===== src/design/gti_pkg.sv =====
// Shared types, codes and address helper for the 5-D grid table interpolator.
`timescale 1ns / 1ps
package gti_pkg;

    localparam int ADDR_W = 15;
    localparam int DATA_W = 32;
    localparam int CELL_W = 5;
    localparam int FRAC_W = 16;
    localparam int AXES = 4;
    localparam int LEVELS = 5;
    localparam int CFG_W = 64;
    localparam int CFG_IDX_W = 3;

    // request kinds
    localparam logic FUNC_WRITE = 1'b0;
    localparam logic FUNC_QUERY = 1'b1;

    // result status codes
    typedef logic [1:0] status_t;
    localparam status_t ST_OK      = 2'd0;
    localparam status_t ST_RANGE   = 2'd1;
    localparam status_t ST_BRACKET = 2'd2;

    // configuration register indexes
    localparam logic [CFG_IDX_W-1:0] CFG_X_WIN   = 3'd0;
    localparam logic [CFG_IDX_W-1:0] CFG_Y_WIN   = 3'd1;
    localparam logic [CFG_IDX_W-1:0] CFG_SX_WIN  = 3'd2;
    localparam logic [CFG_IDX_W-1:0] CFG_SY_WIN  = 3'd3;
    localparam logic [CFG_IDX_W-1:0] CFG_X_INV   = 3'd4;
    localparam logic [CFG_IDX_W-1:0] CFG_Y_INV   = 3'd5;
    localparam logic [CFG_IDX_W-1:0] CFG_SX_INV  = 3'd6;
    localparam logic [CFG_IDX_W-1:0] CFG_SY_INV  = 3'd7;

    typedef enum logic [3:0] {
        S_IDLE,
        S_AXIS_MUL,
        S_AXIS_CHK,
        S_WALK_RD,
        S_WALK_CHK,
        S_DIV,
        S_CORNER_RD,
        S_CORNER_WAIT,
        S_MERGE
    } state_t;

    // flat table index, angle fastest, wrapped to the store depth
    function automatic logic [ADDR_W-1:0] flat_index(
        input int ix, input int iy, input int idx, input int idy, input int ia,
        input int gy, input int gsx, input int gsy, input int ga);
        int k;
        k = ((((ix * gy + iy) * gsx + idx) * gsy + idy) * ga) + ia;
        return k[ADDR_W-1:0];
    endfunction

endpackage


===== src/design/gti_lerp.sv =====
// One rounded linear blend: a + round((b - a) * f / 65536), f in Q0.16.
`timescale 1ns / 1ps
module gti_lerp (
    input  logic signed [gti_pkg::DATA_W-1:0] a,
    input  logic signed [gti_pkg::DATA_W-1:0] b,
    input  logic        [gti_pkg::FRAC_W-1:0] f,
    output logic signed [gti_pkg::DATA_W-1:0] y
);
    import gti_pkg::*;

    logic signed [DATA_W:0]            diff;
    logic signed [FRAC_W:0]            fs;
    logic signed [DATA_W+FRAC_W+1:0]   prod;
    logic signed [DATA_W+FRAC_W+1:0]   sum;

    // a*(1-f) + b*f folds to a + (b-a)*f, exact since a*65536 has no fraction
    assign diff = {b[DATA_W-1], b} - {a[DATA_W-1], a};
    assign fs   = $signed({1'b0, f});
    assign prod = diff * fs;
    assign sum  = prod + (DATA_W+FRAC_W+2)'(32768);
    assign y    = a + sum[DATA_W+FRAC_W-1:FRAC_W];
endmodule


===== config.mk =====
export PLATFORM = sky130hd
export DESIGN_NAME = gti_lerp
export DESIGN_NICKNAME = d
export VERILOG_FILES = /design/src/design/gti_pkg.sv /design/src/design/gti_lerp.sv
export SDC_FILE = /design/constraint.sdc
export NUM_CORES = 1
export LEC_CHECK = 0
export BUFFER_PORTS_ARGS = -buffer_cell sky130_fd_sc_hd__buf_2
export CAP_MARGIN = 5
export CELL_PAD_IN_SITES_DETAIL_PLACEMENT = 0
export CELL_PAD_IN_SITES_GLOBAL_PLACEMENT = 1
export CORE_ASPECT_RATIO = 1.75
export CORE_MARGIN = 2
export CORE_UTILIZATION = 51
export DETAILED_ROUTE_END_ITERATION = 6
export PLACE_DENSITY_LB_ADDON = 0.15
export SLEW_MARGIN = 20
export SYNTH_ARGS = -nofsm -noshare
export SYNTH_HDL_FRONTEND = slang
export SYNTH_SLANG_ARGS = --single-unit

===== constraint.sdc =====
create_clock -name vclk -period 12.74
set_input_delay 0.637 -clock vclk [all_inputs]
set_output_delay 0.637 -clock vclk [all_outputs]
set_load 0.01 [all_outputs]

After elaboration in Yosys (flattened, before gate mapping)
Index checks and enable logic that the tools add are counted.
{"block": "totals", "register_bits": 0, "latch_bits": 0, "ramBits": 0, "rom_bits": 0, "inputBits": 80, "output_inout_bits": 32, "wordCells": 4, "memories": 0}
{"block": "op_classes", "add_sub_neg": 3, "n_mul": 1, "div": 0, "order_cmp": 0, "n_eq_ne": 0, "shifts": 0, "mux": 0, "bitwise_logic": 0, "n_reduce_logical": 0}
{"operator": "$add 48x17->48 const B", "count": 1}
{"operator": "$mul 33x17->48", "count": 1}
{"operator": "$sub 32x32->33", "count": 1}
{"operator": "$add 32x32->32", "count": 1}

Logic depth before layout (Yosys ltp)
Gate-level depths: netlist of run 1.
{"block": "depth", "depth_word": 4, "mapped_depth": 45}

Worst setup path after synthesis of run 1
OpenSTA, ideal clock, no wires.
{"block": "synth_timing", "path_kind": "input to output", "start": "in a[2] (netlist bit)", "end": "out y[31] (netlist bit)", "arrival_ns": 10.144, "required_time_ns": 12.103, "path_slack_ns": 1.959, "path_stages": 41, "path_cell_list": "inv_1 -> ha_1 -> nor2b_1 -> o31a_1 -> o31a_1 -> a31o_2 -> a31oi_1 -> o21bai_1 -> a21oi_1 -> xnor2_1 -> clkbuf_1 -> nand2_1 -> fa_1 -> fa_1 -> fa_1 -> inv_1 -> fa_1 -> fa_1 -> [5 not listed] -> o211ai_1 -> a221o_1 -> a22o_1 -> a21oi_1 -> nand2b_1 -> a21o_1 -> a21oi_1 -> xnor2_1 -> ha_1 -> nand4_1 -> or2_2 -> nor2_1 -> a21oi_1 -> o211a_1 -> or3_1 -> o21ai_1 -> xnor3_1 -> xor2_1"}
{"block": "synth_between", "elab_chain_cells": 4}
{"item": "start, declared", "line_no": "gti_lerp.sv:4", "text": "input logic signed [gti_pkg::DATA_W-1:0] a,"}
{"item": "$sub 32x32->33", "line_no": "gti_lerp.sv:17", "text": "assign diff = {b[DATA_W-1], b} - {a[DATA_W-1], a};"}
{"item": "$mul 33x17->48", "line_no": "gti_lerp.sv:19", "text": "assign prod = diff * fs;"}
{"item": "$add 48x17->48", "line_no": "gti_lerp.sv:20", "text": "assign sum = prod + (DATA_W+FRAC_W+2)'(32768);"}
{"item": "$add 32x32->32 (*)", "line_no": "gti_lerp.sv:21", "text": "assign y = a + sum[DATA_W+FRAC_W-1:FRAC_W];"}
{"item": "end, declared", "line_no": "gti_lerp.sv:7", "text": "output logic signed [gti_pkg::DATA_W-1:0] y"}
Mark *: on every way between the ends. The rest lies on a longest branch, timed or not.

Worst setup path in the final report of run 1
{"block": "layout_timing", "start": "in a[0] (netlist bit)", "end": "out y[28] (netlist bit)"}
Same word-level chain as after synthesis.

==> flow_metrics.env, run 1 <==
export IMPL_commonest_non_fill_non_tap_cells_in_the_layout="sky130_fd_sc_hd__inv_1 (660), sky130_fd_sc_hd__fa_1 (492), sky130_fd_sc_hd__and2_1 (281), sky130_fd_sc_hd__nand2_1 (252), sky130_fd_sc_hd__ha_1 (207)"
export IMPL_number_of_antenna_violations_at_the_first_check_in_global_routing=0
export IMPL_gpl_final_weighted_congestion=0.913
export IMPL_globalRouteTotalUtil=0.295
export IMPL_detail_route_vias_per_cell=5.45
export IMPL_status="complete, no violations"
export IMPL_global_route_overflow_total=0
export IMPL_layout_area_seq_um2=0
export IMPL_design_final_nets=3429
export IMPL_period_utilization=0.952
export IMPL_route_antenna_remaining_nets=0
export IMPL_die_width_um=161
export IMPL_critical_path_top_cell_by_count="sky130_fd_sc_hd__fa_1"
export IMPL_final_util=0.541
export IMPL_layout_area_overhead_vs_synth_pct=5.37
export IMPL_netlist_cell_type_count=66
export IMPL_final_fill_count=4192
export IMPL_placedInstanceArea_mm2=0.0233
export IMPL_hold_path_cell_count=3
export IMPL_max_clock_freq_ghz=0.0824
export IMPL_route_final_wire_length_um=64900
export IMPL_required_ns=12.10
export IMPL_die_height_um=280
export IMPL_final_common_cell="sky130_fd_sc_hd__inv_1"
export IMPL_min_period_ns=12.13
export IMPL_unrepaired_setup_endpoints_after_global_routing="false"
export IMPL_timing_critical_path_slowest_stage_cell="sky130_fd_sc_hd__fa_1"
export IMPL_first_global_vias=19600
export IMPL_violation_count_after_the_first_detailed_routing_iteration=773
export IMPL_netlist_instances=2607
export IMPL_antenna_cells_inserted=0
export IMPL_max_cap_violations=0
export IMPL_arrival_ns=11.49
export IMPL_syn_cell_area_mm2=0.0221
export IMPL_hold_path_endpoint="y[0]"
export IMPL_drive_gt1_frac=0.0680
export IMPL_finalInstanceArea_mm2=0.0233
export IMPL_critical_path_peak_fanout=13
export IMPL_floorplan_die_area_mm2=0.0451
export IMPL_hold_path_startpoint="a[0]"
export IMPL_slew_violations=0
export IMPL_dr_total_vias=17500
export IMPL_slowest_delay_ns=0.64
export IMPL_crit_type="in -> out"
export IMPL_wl_per_cell_um=20.2
export IMPL_io_buffers=112
export IMPL_post_synth_cell_area_avg_um2=8.49
export IMPL_worst_hold_slack_ns=1.61
export IMPL_initial_utilization=0.513
export IMPL_core_rowCount=101
export IMPL_floorplan_core_area_mm2=0.0431
export IMPL_post_cts_resize_count=0
export IMPL_top_level_ports=112
export IMPL_relSlewSlack=0.285
export IMPL_place_hpwl_um=54600
export IMPL_seq_cells=0
export IMPL_nClkBuffers=0
export IMPL_report_final_hold_viol_count=0
export IMPL_setup_violations_final=0
export IMPL_drt_pass1_iter_count=5
export IMPL_wire_length_of_the_first_global_routing_pass_um=102000
export IMPL_yosysSeqAreaShare=0
export IMPL_hold_buffer_count_at_cts=0
export IMPL_timing_worst_slew_pin_value_ns=1.07
export IMPL_fin_setup_tns_ns=0
export IMPL_grt_start_max_net_pins=55
export IMPL_worst_hold_path_type="in -> out"
export IMPL_yosysWarnings=0
export IMPL_worstSetupEndpointType="primary output"
export IMPL_detail_route_drc_violations=0
export IMPL_critical_path_startpoint_category="input pin"
export IMPL_mappedNetlistNets=3386
export IMPL_post_cts_setup_buffers=0
==> area by class of cell <==
| class | instances | area, um^2 | area share |
|---|---|---|---|
| Multi-Input combinational cell | 1826 | 19200 | 0.823 |
| Inverter | 661 | 2480 | 0.106 |
| Timing Repair Buffer | 161 | 928 | 0.0398 |
| Tap cell | 566 | 708 | 0.0304 |
==> worst max-delay path by stage <==
stage / start / to / slack (ns) / cells past startpoint
after CTS: a[0] / y[31] / 0.39 / 42
final: a[0] / y[28] / 0.61 / 40
after detailed placement: a[0] / y[31] / 0.42 / 42
after global routing: a[1] / y[28] / 0.11 / 44
after global placement: a[0] / y[28] / 0.59 / 42
after floorplan: a[2] / y[31] / 1.96 / 41
==> stage by stage <==
step                      std cells  setup slack (ns)
after detailed placement       3214             0.422
final                          3214             0.611
after global placement         3214             0.592
after floorplan                2607              1.96
after CTS                      3214             0.394
after global routing           3214             0.111
==> layer usage <==
metal / global-route usage / part of all wire
met1: 0.276 / 0.32
met4: 0.204 / 0.087
met2: 0.597 / 0.57
met5: 0 / 0
met3: 0.0132 / 0.027
==> cells in the mapped netlist (25+ instances only) <==
cell type                  count  area (um^2)
sky130_fd_sc_hd__xnor2_1      71          622
sky130_fd_sc_hd__fa_1        492         9850
sky130_fd_sc_hd__nand2_1     252          946
sky130_fd_sc_hd__inv_1       660         2480
sky130_fd_sc_hd__a31oi_1      25          156
sky130_fd_sc_hd__a21oi_1      66          330
sky130_fd_sc_hd__clkbuf_1    110          413
sky130_fd_sc_hd__nor2_1       41          154
sky130_fd_sc_hd__ha_1        207         2590
sky130_fd_sc_hd__nor2b_1      48          300
sky130_fd_sc_hd__a21o_1       51          383
sky130_fd_sc_hd__and2_1      281         1760
sky130_fd_sc_hd__o21ai_0      52          260
==> kinds of logic after synthesis <==
logic type | Yosys count | synth area share
AOI/OAI and AO/OA | 285 | 0.0869
buffers and inverters | 781 | 0.133
and+or+nand+nor | 746 | 0.179
xor gates and xnor gates | 96 | 0.0386
adders and majority gates | 699 | 0.562
==> critical path: cells and delay by family <==
family / cells / cell delay [ns]
AOI/OAI and AO/OA: 12 / 2.86
xor gates and xnor gates: 3 / 0.91
adders and majority gates: 10 / 4.51
buffers and inverters: 6 / 0.71
and+or+nand+nor: 9 / 1.88
Power of run 1 is not shown: default switching activity piles up to over one toggle a cycle in this logic, so the estimate is an artifact.
==> inputs of run 2 (changes only) <==
--- a/config.mk
+++ b/config.mk
@@ -5,7 +5,7 @@
 export SDC_FILE = /design/constraint.sdc
 export NUM_CORES = 1
 export LEC_CHECK = 0
-export BUFFER_PORTS_ARGS = -buffer_cell sky130_fd_sc_hd__buf_2
+export BUFFER_PORTS_ARGS = -buffer_cell sky130_fd_sc_hd__clkbuf_2
 export CAP_MARGIN = 5
 export CELL_PAD_IN_SITES_DETAIL_PLACEMENT = 0
 export CELL_PAD_IN_SITES_GLOBAL_PLACEMENT = 1
==> flow_metrics.env, run 2 (synthesis gave the netlist of run 1 again) <==
export IMPL_relSlewSlack=0.248
export IMPL_setup_worst_path_start="a[1]"
export IMPL_required_ns=12.10
export IMPL_wl_per_cell_um=20.3
export IMPL_route_antenna_remaining_nets=0
export IMPL_globalRouteTotalUtil=0.298
export IMPL_period_utilization=0.958
export IMPL_drt_pass1_iter_count=5
export IMPL_core_rowCount=101
export IMPL_finalInstanceArea_mm2=0.0233
export IMPL_critical_path_top_cell_by_count="sky130_fd_sc_hd__fa_1"
export IMPL_hold_path_cell_count=3
export IMPL_die_height_um=280
export IMPL_fin_setup_tns_ns=0
export IMPL_place_hpwl_um=55100
export IMPL_arrival_ns=11.56
export IMPL_timing_worst_slew_pin_value_ns=1.12
export IMPL_slowest_delay_ns=0.53
export IMPL_gpl_final_weighted_congestion=0.898
export IMPL_drive_gt1_frac=0.0691
export IMPL_worst_hold_slack_ns=1.62
export IMPL_critical_path_startpoint_category="input pin"
export IMPL_layout_area_overhead_vs_synth_pct=5.45
export IMPL_crit_type="in -> out"
export IMPL_critical_path_peak_fanout=13
export IMPL_global_route_overflow_total=0
export IMPL_worst_hold_path_type="in -> out"
export IMPL_min_period_ns=12.20
export IMPL_report_final_hold_viol_count=0
export IMPL_initial_utilization=0.513
export IMPL_max_clock_freq_ghz=0.0820
export IMPL_wire_length_of_the_first_global_routing_pass_um=103000
export IMPL_status="complete, no violations"
export IMPL_design_final_nets=3431
export IMPL_violation_count_after_the_first_detailed_routing_iteration=853
export IMPL_final_fill_count=4175
export IMPL_io_buffers=112
export IMPL_commonest_non_fill_non_tap_cells_in_the_layout="sky130_fd_sc_hd__inv_1 (660), sky130_fd_sc_hd__fa_1 (492), sky130_fd_sc_hd__and2_1 (281), sky130_fd_sc_hd__nand2_1 (252), sky130_fd_sc_hd__ha_1 (207)"
export IMPL_layout_area_seq_um2=0
export IMPL_max_cap_violations=0
export IMPL_detail_route_drc_violations=0
export IMPL_post_cts_setup_buffers=0
export IMPL_final_setup_worst_slack_ns=0.541
export IMPL_floorplan_core_area_mm2=0.0431
export IMPL_first_global_vias=19600
export IMPL_timing_critical_path_slowest_stage_cell="sky130_fd_sc_hd__fa_1"
export IMPL_seq_cells=0
export IMPL_hold_path_startpoint="a[0]"
export IMPL_worstSetupEndpointType="primary output"
export IMPL_top_level_ports=112
export IMPL_worstSetupEndpoint="y[31]"
export IMPL_route_final_wire_length_um=65300
export IMPL_unrepaired_setup_endpoints_after_global_routing="false"
export IMPL_grt_start_max_net_pins=50
export IMPL_placedInstanceArea_mm2=0.0233
export IMPL_final_common_cell="sky130_fd_sc_hd__inv_1"
export IMPL_antenna_cells_inserted=0
export IMPL_number_of_antenna_violations_at_the_first_check_in_global_routing=0
export IMPL_detail_route_vias_per_cell=5.45
export IMPL_setup_violations_final=0
export IMPL_nClkBuffers=0
export IMPL_slew_violations=0
export IMPL_die_width_um=161
export IMPL_detailedPlace_worstSlack_ns=0.436
export IMPL_dr_total_vias=17500
export IMPL_floorplan_die_area_mm2=0.0451
-- run 2: cell types whose count changed in the layout (fill, tap and decap cells not counted), sizes merged --
cell,change
clkbuf,+112
buf,-110
-- run 2: how the worst min path moves through the flow --
stage and end:
5_1_grt y[0], 4_1_cts y[0], 3_3_place_gp y[0], 6_report y[0], 3_5_place_dp y[0], 2_1_floorplan y[0]
-- run 2: what timing repair did --
item | CTS | global route
gates resized for setup | 0 | 2
hold buffers | 0 | 0
endpoints found under the setup margin | 0 | 4
-- run 2: area by class of cell --
type	instances	area, um^2	area share
inverter	661	2480	0.106
multi-input combinational	1826	19200	0.823
tap	566	708	0.0304
timing repair buffer	163	943	0.0404
-- run 2: worst max-delay path, delay by kind of cell --
family	cells	cell delay [ns]
adders and majority gates	9	3.93
AOI/OAI and AO/OA	16	3.56
and+or+nand+nor	9	1.86
buffers and inverters	8	0.88
xor gates and xnor gates	3	0.69
-- run 2: metal layers --
layer,GRT usage,vias to the layer above,part of all wire
li1,-,7901,-
met5,0,-,0
met2,0.603,528,0.57
met1,0.289,8858,0.32
met4,0.190,0,0.083
met3,0.0120,239,0.028
-- run 2: through the flow --
step,std cells,utilization
global route,3216,0.541
floorplan,2607,-
CTS,3216,0.541
global placement,3216,0.541
finish,3216,0.541
detailed placement,3216,0.541
Power of run 2 is left out for the same reason.
